## src/design/kce_pkg.sv

```systemverilog
`timescale 1ns / 1ps
// ----------------------------------------------------------------------------
// kce_pkg
// Shared types and constants of the keyframe curve evaluator.
// ----------------------------------------------------------------------------
package kce_pkg;

    // number format
    localparam int FRAC_BITS = 16;
    localparam int DATA_W    = 32;
    localparam int CFG_IDX_W = 4;

    // request codes
    localparam logic [1:0] REQ_EVAL   = 2'd0;
    localparam logic [1:0] REQ_INSERT = 2'd1;
    localparam logic [1:0] REQ_REMOVE = 2'd2;
    localparam logic [1:0] REQ_MODE   = 2'd3;

    // segment interpolation modes
    localparam logic [1:0] MODE_HOLD_L = 2'd0;
    localparam logic [1:0] MODE_HOLD_R = 2'd1;
    localparam logic [1:0] MODE_LINEAR = 2'd2;
    localparam logic [1:0] MODE_EASE   = 2'd3;

    // result status codes
    localparam logic [1:0] ST_OK    = 2'd0;
    localparam logic [1:0] ST_RANGE = 2'd1;
    localparam logic [1:0] ST_INDEX = 2'd2;
    localparam logic [1:0] ST_FULL  = 2'd3;

    // configuration register indexes
    localparam logic [CFG_IDX_W-1:0] CFG_START = 4'd0;
    localparam logic [CFG_IDX_W-1:0] CFG_END   = 4'd1;

    localparam logic [DATA_W-1:0] START_RESET = 32'd0;
    localparam logic [DATA_W-1:0] END_RESET   = 32'd6553600;

    // write enables toward the key memories
    typedef struct packed {
        logic pos_we;
        logic lvl_we;
    } t_mem_we;

endpackage

```

## src/design/kce_div.sv

```systemverilog
`timescale 1ns / 1ps
// ----------------------------------------------------------------------------
// kce_div
// Restoring divider for the segment rate, one quotient bit per cycle.
// Expects num <= den, so the quotient fits FRAC_BITS+1 bits.
// ----------------------------------------------------------------------------
module kce_div (
    input  logic                          i_clk,
    input  logic                          i_rst_n,
    input  logic                          i_start,
    input  logic [32:0]                   i_num,
    input  logic [32:0]                   i_den,
    output logic [kce_pkg::FRAC_BITS:0]   o_quot,
    output logic                          o_done
);

    localparam int TW = kce_pkg::FRAC_BITS + 1;
    localparam int NW = $clog2(TW + 1);

    logic [32:0]   r_rem;
    logic [32:0]   r_den;
    logic          r_nb;
    logic [TW-1:0] r_quot;
    logic [NW-1:0] r_cnt;
    logic          r_busy;
    logic          r_done;
    logic [33:0]   shifted;
    logic [33:0]   trial;

    // one trial subtraction
    always_comb begin
        shifted = {r_rem, r_nb};
        trial   = shifted - {1'b0, r_den};
    end

    always_ff @(posedge i_clk) begin
        if (!i_rst_n) begin
            r_busy <= 1'b0;
            r_done <= 1'b0;
            r_cnt  <= '0;
        end else begin
            // pulse after the last quotient bit
            r_done <= !i_start && r_busy && (r_cnt == NW'(TW - 1));
            if (i_start) begin
                r_busy <= 1'b1;
                r_cnt  <= '0;
                r_rem  <= {1'b0, i_num[32:1]};
                r_nb   <= i_num[0];
                r_den  <= i_den;
            end else if (r_busy) begin
                r_nb <= 1'b0;
                if (!trial[33]) begin
                    r_rem  <= trial[32:0];
                    r_quot <= {r_quot[TW-2:0], 1'b1};
                end else begin
                    r_rem  <= shifted[32:0];
                    r_quot <= {r_quot[TW-2:0], 1'b0};
                end
                r_cnt <= r_cnt + NW'(1);
                if (r_cnt == NW'(TW - 1)) begin
                    r_busy <= 1'b0;
                end
            end
        end
    end

    assign o_quot = r_quot;
    assign o_done = r_done;

endmodule

```

## config.mk

```make
export PLATFORM = sky130hd
export DESIGN_NAME = kce_div
export DESIGN_NICKNAME = d
export VERILOG_FILES = /design/src/design/kce_pkg.sv /design/src/design/kce_div.sv
export SDC_FILE = /design/constraint.sdc
export NUM_CORES = 1
export LEC_CHECK = 0
export ABC_CLOCK_PERIOD_IN_PS = 7500
export BUFFER_PORTS_ARGS = -buffer_cell sky130_fd_sc_hd__buf_4
export CORE_ASPECT_RATIO = 0.6
export CORE_MARGIN = 4
export CORE_UTILIZATION = 35
export CTS_CLUSTER_DIAMETER = 40
export DETAILED_ROUTE_END_ITERATION = 16
export PLACE_DENSITY_LB_ADDON = 0.1
export SLEW_MARGIN = 30
export SYNTH_ARGS = -nofsm -noshare
export SYNTH_HDL_FRONTEND = slang
export SYNTH_SLANG_ARGS = --single-unit
export TNS_END_PERCENT = 20
```

## constraint.sdc

```tcl
create_clock -name i_clk -period 7.5 [get_ports i_clk]
set_clock_uncertainty 0.2 [all_clocks]
set_input_delay 2.25 -clock i_clk [delete_from_list [all_inputs] [get_ports i_clk]]
set_output_delay 2.25 -clock i_clk [all_outputs]
set_load 0.05 [all_outputs]
```

==> results of run 1 <==
## synthesized netlist by cell type (2+ instances only)
| library cell | instances | area share |
|---|---|---|
| edfxtp_1 | 84 | 0.46 |
| o211ai_1 | 4 | 0.0055 |
| ha_1 | 35 | 0.080 |
| nand2b_1 | 5 | 0.0057 |
| xnor2_1 | 23 | 0.037 |
| o211a_1 | 2 | 0.0037 |
| a211oi_1 | 5 | 0.0069 |
| o31ai_1 | 2 | 0.0028 |
| o21a_1 | 7 | 0.0096 |
| a221oi_1 | 2 | 0.0032 |
| and3_1 | 6 | 0.0069 |
| a311o_1 | 2 | 0.0037 |
| nand2_1 | 39 | 0.027 |
| a21oi_1 | 36 | 0.033 |
| inv_1 | 44 | 0.030 |
| o21ai_0 | 14 | 0.013 |
| dfxtp_1 | 7 | 0.026 |
| mux2_1 | 5 | 0.010 |
| nand3_1 | 10 | 0.0092 |
| mux2_2 | 5 | 0.010 |
| nor3b_1 | 2 | 0.0028 |
| xor2_1 | 11 | 0.018 |
| and4_1 | 2 | 0.0032 |
| and2_1 | 8 | 0.0092 |
| a31oi_1 | 4 | 0.0046 |
| mux2i_1 | 21 | 0.039 |
| clkbuf_1 | 9 | 0.0062 |
| a21o_1 | 15 | 0.021 |
| nor3_1 | 4 | 0.0037 |
| buf_4 | 2 | 0.0028 |
| buf_2 | 7 | 0.0064 |
| nor2b_1 | 9 | 0.010 |
| o21ai_1 | 24 | 0.022 |
| nand4_1 | 5 | 0.0057 |
| a221oi_2 | 2 | 0.0055 |
| nor2_1 | 16 | 0.011 |
## stage by stage
| stage | total power, µW | utilization |
|---|---|---|
| 2_1_floorplan | 973 | - |
| 6_report | 1530 | 0.429 |
| 3_3_place_gp | 1090 | 0.411 |
| 5_1_grt | 1620 | 0.429 |
| 4_1_cts | 1540 | 0.429 |
| 3_5_place_dp | 1090 | 0.411 |
## power by group through the flow
stage                     registers [µW]  logic, µW  clock network (µW)
final                                621        461                 445
after global routing                 626        518                 478
after CTS                            622        463                 455
after detailed placement             632        460                   0
after global placement               631        456                   0
after floorplan                      632        341                   0
## cells by family after synthesis
logic type / count (synthesis) / share of synthesized area
AO/OA/AOI/OAI: 133 / 0.164
XOR/XNOR: 34 / 0.0546
adder cells (fa/ha/maj): 36 / 0.0839
buffers and inverters: 64 / 0.0484
flip-flops: 91 / 0.488
multiplexers: 31 / 0.0592
AND/OR/NAND/NOR: 111 / 0.102
## worst max-delay path, cell delays in order
cell and delay [ns]:
buf_4 0.53, o21a_1 0.78, buf_4 0.41
## area by class of cell
cell class,count,share of cell area
Clock buffer,9,0.0342
Tap cell,203,0.0386
Inverter,44,0.0251
Sequential cell,91,0.404
Clock inverter,7,0.00855
Multi-Input combinational cell,345,0.385
Timing Repair Buffer,91,0.104
## routing by layer
metal,routed length (µm),part of all wire,vias to the layer above,track usage
met1,7060,0.55,1884,0.240
met3,621,0.048,7,0.0363
li1,-,-,1997,-
met5,0,0,-,0
met4,76,0.0059,0,0.0299
met2,5150,0.40,91,0.206
## registers in the layout, summed over array words and instances, names as in the netlist
name,cells
r_den,33
r_rem,33
o_quot,17
r_cnt,5
o_done,1
r_busy,1
r_nb,1
## worst paths after layout
path,slack (ns),depth (start not counted),from,end
worst max-delay path,3.31,3,i_start,r_rem[19]$_DFFE_PP_
worst min-delay path,0.25,0,o_quot[6]$_DFFE_PP_,o_quot[7]$_DFFE_PP_
worst max register to register,3.89,11,r_rem[10]$_DFFE_PP_,r_rem[30]$_DFFE_PP_
worst min register to register,0.25,0,o_quot[6]$_DFFE_PP_,o_quot[7]$_DFFE_PP_
==> flow_metrics.env, run 1 <==
export IMPL_status="complete, no violations"
export IMPL_crit_required_ns=7.32
export IMPL_final_hold_violation_count=0
export IMPL_finalNonFillerCells=790
export IMPL_pin_count=87
export IMPL_first_global_vias=4103
export IMPL_finalCriticalPeriod_ns=4.19
export IMPL_cts_root_buffer="clkbuf_16"
export IMPL_final_common_cell="buf_4"
export IMPL_synth_cell_types=58
export IMPL_drv_slew=0
export IMPL_die_w_um=169
export IMPL_p_int_uw=1040
export IMPL_ys_async_sr_fraction=0
export IMPL_finalSetupViolCount=0
export IMPL_ys_seq_area_frac=0.488
export IMPL_clkTransAtPathRegs_ns=0.07
export IMPL_seq_area_um2=2660
export IMPL_swShare=0.319
export IMPL_p_comb_frac=0.302
export IMPL_relSlewSlack=0.407
export IMPL_grt_use_total=0.151
export IMPL_viasPerCell=5.04
export IMPL_drive_above_1_share=0.204
export IMPL_num_nets_final=687
export IMPL_synthesis_area_um2=5460
export IMPL_area_growth_pct=20.7
export IMPL_synthCells=500
export IMPL_yosys_warnings=0
export IMPL_yosys_register_bits=91
export IMPL_arrival_ns=4.01
export IMPL_power_density_nw_per_um2=232
export IMPL_dr_pass1_iters=5
export IMPL_ys_flop_type="edfxtp_1"
export IMPL_postLayoutCellArea_um2=6580
export IMPL_initial_core_util=0.356
export IMPL_final_cell_mix="buf_4 (91), edfxtp_1 (84), inv_1 (44), nand2_1 (39), a21oi_1 (36)"
export IMPL_cts_sinks=91
export IMPL_finalSetupTns_ns=0
export IMPL_postRouteAntennaNets=0
export IMPL_wl_mm=12.9
export IMPL_gp_congestion=0.830
export IMPL_numPortBuffers=86
export IMPL_placed_cells=774
export IMPL_htreeDepth=3
export IMPL_cp_end_kind="register"
export IMPL_syn_avg_cell_area_um2=10.9
export IMPL_wl_per_cell_um=16.3
export IMPL_insertion_delay_ns=0.34
export IMPL_antenna_found_initial=0
export IMPL_dr_total_vias=3979
export IMPL_post_cts_buffers=0
export IMPL_die_area_um2=17700
export IMPL_grt_ovfl_total=0
export IMPL_worst_slack_ns=3.31
export IMPL_grt_pass1_wl_mm=21.6
export IMPL_tightest_slew_ns=0.889
export IMPL_start_kind="input port"
export IMPL_leakage_uw=0.00275
export IMPL_power_frac_clock=0.291
export IMPL_detailed_place_hpwl_mm=9.77
export IMPL_fillers=1506
export IMPL_post_dp_cell_area_um2=6300
export IMPL_min_path_type="reg2reg"
export IMPL_core_area_um2=15300
export IMPL_grt_max_degree=69
export IMPL_path_class="in2reg"
export IMPL_holdWs_ns=0.250
export IMPL_cts_tree="done"
export IMPL_cts_resized=0
export IMPL_n_antenna_cell=0
export IMPL_seqPwrFrac=0.407
export IMPL_die_h_um=105
export IMPL_numCtsBuffers=9
export IMPL_pre_cts_ws_ns=2.89
export IMPL_multi_input_area_um2=2540
export IMPL_syn_nets=605
export IMPL_crit_path_max_fanout=68
export IMPL_clock_path_buffers=2
export IMPL_min_period_over_period=0.559
export IMPL_first_iter_violations=241
export IMPL_synth_edf_count=84
export IMPL_std_cell_rows=35
export IMPL_rsz0062_at_grt="no"
export IMPL_p_sw_uw=487
export IMPL_drc_errors=0
export IMPL_vdd_drop_max_v=0.000119
export IMPL_cap_violations=0
export IMPL_clock_fmax_ghz=0.239
export IMPL_ctsHoldBuffers=0
(Power assumes the default switching activity.)
==> inputs of run 2 (changes only) <==
ABC_CLOCK_PERIOD_IN_PS = 3500   (was 7500)
clock period = 3.5 ns   (was 7.5 ns; I/O delays follow)
==> flow_metrics.env, run 2 (same netlist as run 1, synthesis figures left out) <==
export IMPL_cap_violations=0
export IMPL_dr_pass1_iters=5
export IMPL_status="complete, no violations"
export IMPL_wl_mm=12.9
export IMPL_worst_slack_ns=0.161
export IMPL_finalCriticalPeriod_ns=3.34
export IMPL_n_antenna_cell=0
export IMPL_start_kind="register"
export IMPL_first_iter_violations=265
export IMPL_critPathLaunch="r_rem[22]$_DFFE_PP_"
export IMPL_area_growth_pct=23.6
export IMPL_holdWs_ns=0.252
export IMPL_numCtsBuffers=9
export IMPL_die_w_um=169
export IMPL_first_global_vias=3971
export IMPL_cts_sinks=91
export IMPL_std_cell_rows=35
export IMPL_vdd_drop_max_v=0.000212
export IMPL_wl_per_cell_um=16.1
export IMPL_crit_path_max_fanout=17
export IMPL_tightest_slew_ns=0.548
export IMPL_final_hold_violation_count=0
export IMPL_gp_congestion=0.869
export IMPL_detailed_place_hpwl_mm=9.58
export IMPL_reg2reg_depth=10
export IMPL_final_cell_mix="buf_4 (101), edfxtp_1 (84), inv_1 (44), nand2_1 (39), a21oi_1 (35)"
export IMPL_min_period_over_period=0.954
export IMPL_drive_above_1_share=0.232
export IMPL_final_common_cell="buf_4"
export IMPL_rsz0062_at_grt="yes"
export IMPL_pre_cts_ws_ns=0.0306
export IMPL_finalSetupViolCount=0
export IMPL_power_density_nw_per_um2=495
export IMPL_initial_core_util=0.356
export IMPL_core_area_um2=15300
export IMPL_post_dp_cell_area_um2=6400
export IMPL_grt_ovfl_total=0
export IMPL_postRouteAntennaNets=0
export IMPL_antenna_found_initial=0
export IMPL_clkTransAtPathRegs_ns=0.07
export IMPL_path_class="reg2reg"
export IMPL_clock_path_buffers=2
export IMPL_cts_tree="done"
export IMPL_viasPerCell=5.09
export IMPL_r2r_start="r_rem[22]$_DFFE_PP_"
export IMPL_drc_errors=0
export IMPL_numPortBuffers=86
export IMPL_leakage_uw=0.00283
export IMPL_grt_max_degree=45
export IMPL_reg2reg_slack_ns=0.16
export IMPL_min_path_type="reg2reg"
export IMPL_r2r_end="r_rem[17]$_DFFE_PP_"
export IMPL_fillers=1467
export IMPL_postLayoutCellArea_um2=6740
export IMPL_crit_end="r_rem[17]$_DFFE_PP_"
export IMPL_relSlewSlack=0.633
export IMPL_dr_total_vias=4083
export IMPL_htreeDepth=3
export IMPL_num_nets_final=699
export IMPL_pin_count=87
export IMPL_die_area_um2=17700
export IMPL_multi_input_area_um2=2580
export IMPL_clock_fmax_ghz=0.299
export IMPL_cp_end_kind="register"
export IMPL_cts_root_buffer="clkbuf_16"
export IMPL_crit_required_ns=3.39
export IMPL_arrival_ns=3.23
export IMPL_seq_area_um2=2660
export IMPL_insertion_delay_ns=0.35
export IMPL_grt_pass1_wl_mm=20.6
export IMPL_drv_slew=0
export IMPL_die_h_um=105
export IMPL_grt_use_total=0.146
==> run 2: how the worst min path moves through the flow <==
| stage | start | end | cells past startpoint |
|---|---|---|---|
| 2_1_floorplan | r_cnt[4]$_SDFFE_PP0P_ | r_cnt[4]$_SDFFE_PP0P_ | 2 |
| 3_5_place_dp | o_quot[12]$_DFFE_PP_ | o_quot[13]$_DFFE_PP_ | 0 |
| 3_3_place_gp | o_quot[5]$_DFFE_PP_ | o_quot[6]$_DFFE_PP_ | 0 |
| 5_1_grt | o_quot[12]$_DFFE_PP_ | o_quot[13]$_DFFE_PP_ | 0 |
| 4_1_cts | o_quot[7]$_DFFE_PP_ | o_quot[8]$_DFFE_PP_ | 0 |
| 6_report | o_quot[7]$_DFFE_PP_ | o_quot[8]$_DFFE_PP_ | 0 |
==> run 2: per-stage QoR <==
step / utilization / TNS [ns] / cells / total power (µW)
floorplan: - / 0 / 500 / 2090
global placement: 0.418 / 0 / 784 / 2380
detailed placement: 0.418 / 0 / 784 / 2380
CTS: 0.437 / 0 / 800 / 3360
global route: 0.440 / -0.0102 / 802 / 3530
finish: 0.440 / 0 / 802 / 3340
==> run 2: timing repair <==
| item | CTS | global route |
|---|---|---|
| buffers inserted | 0 | 2 |
| setup endpoints to repair | 1 | 12 |
| hold buffers | 0 | 0 |
| pin swaps | 0 | 4 |
| resized for setup | 1 | 7 |
==> run 2: layer usage <==
| metal | share of wire | routed length [µm] | track usage |
|---|---|---|---|
| met3 | 0.061 | 790 | 0.0405 |
| met4 | 0.0098 | 127 | 0.0327 |
| met5 | 0 | 0 | 0 |
| met1 | 0.54 | 6930 | 0.235 |
| met2 | 0.39 | 5070 | 0.190 |
==> run 2: critical path, stage by stage, from the launching register on <==
cell,delay [ns]
edfxtp_1,0.42
ha_2,0.35
a21o_1,0.22
a31o_1,0.20
a221oi_2,0.33
o221ai_1,0.19
a21oi_2,0.17
xnor2_2,0.18
buf_12,0.22
mux2_1,0.33
mux2_2,0.26
==> run 2: area by class of cell <==
cell class,count,area share
sequential,91,0.395
multi-input combinational,345,0.383
timing repair buffer,103,0.118
tap,203,0.0377
clock buffer,9,0.0334
inverter,44,0.0245
clock inverter,7,0.00854
==> run 2: power breakdown <==
part | switching (µW) | total (µW) | leakage [µW] | internal, µW
clock | 449 | 944 | 0.000143 | 495
sequential | 37.9 | 1330 | 0.000848 | 1290
combinational | 569 | 1060 | 0.00184 | 493
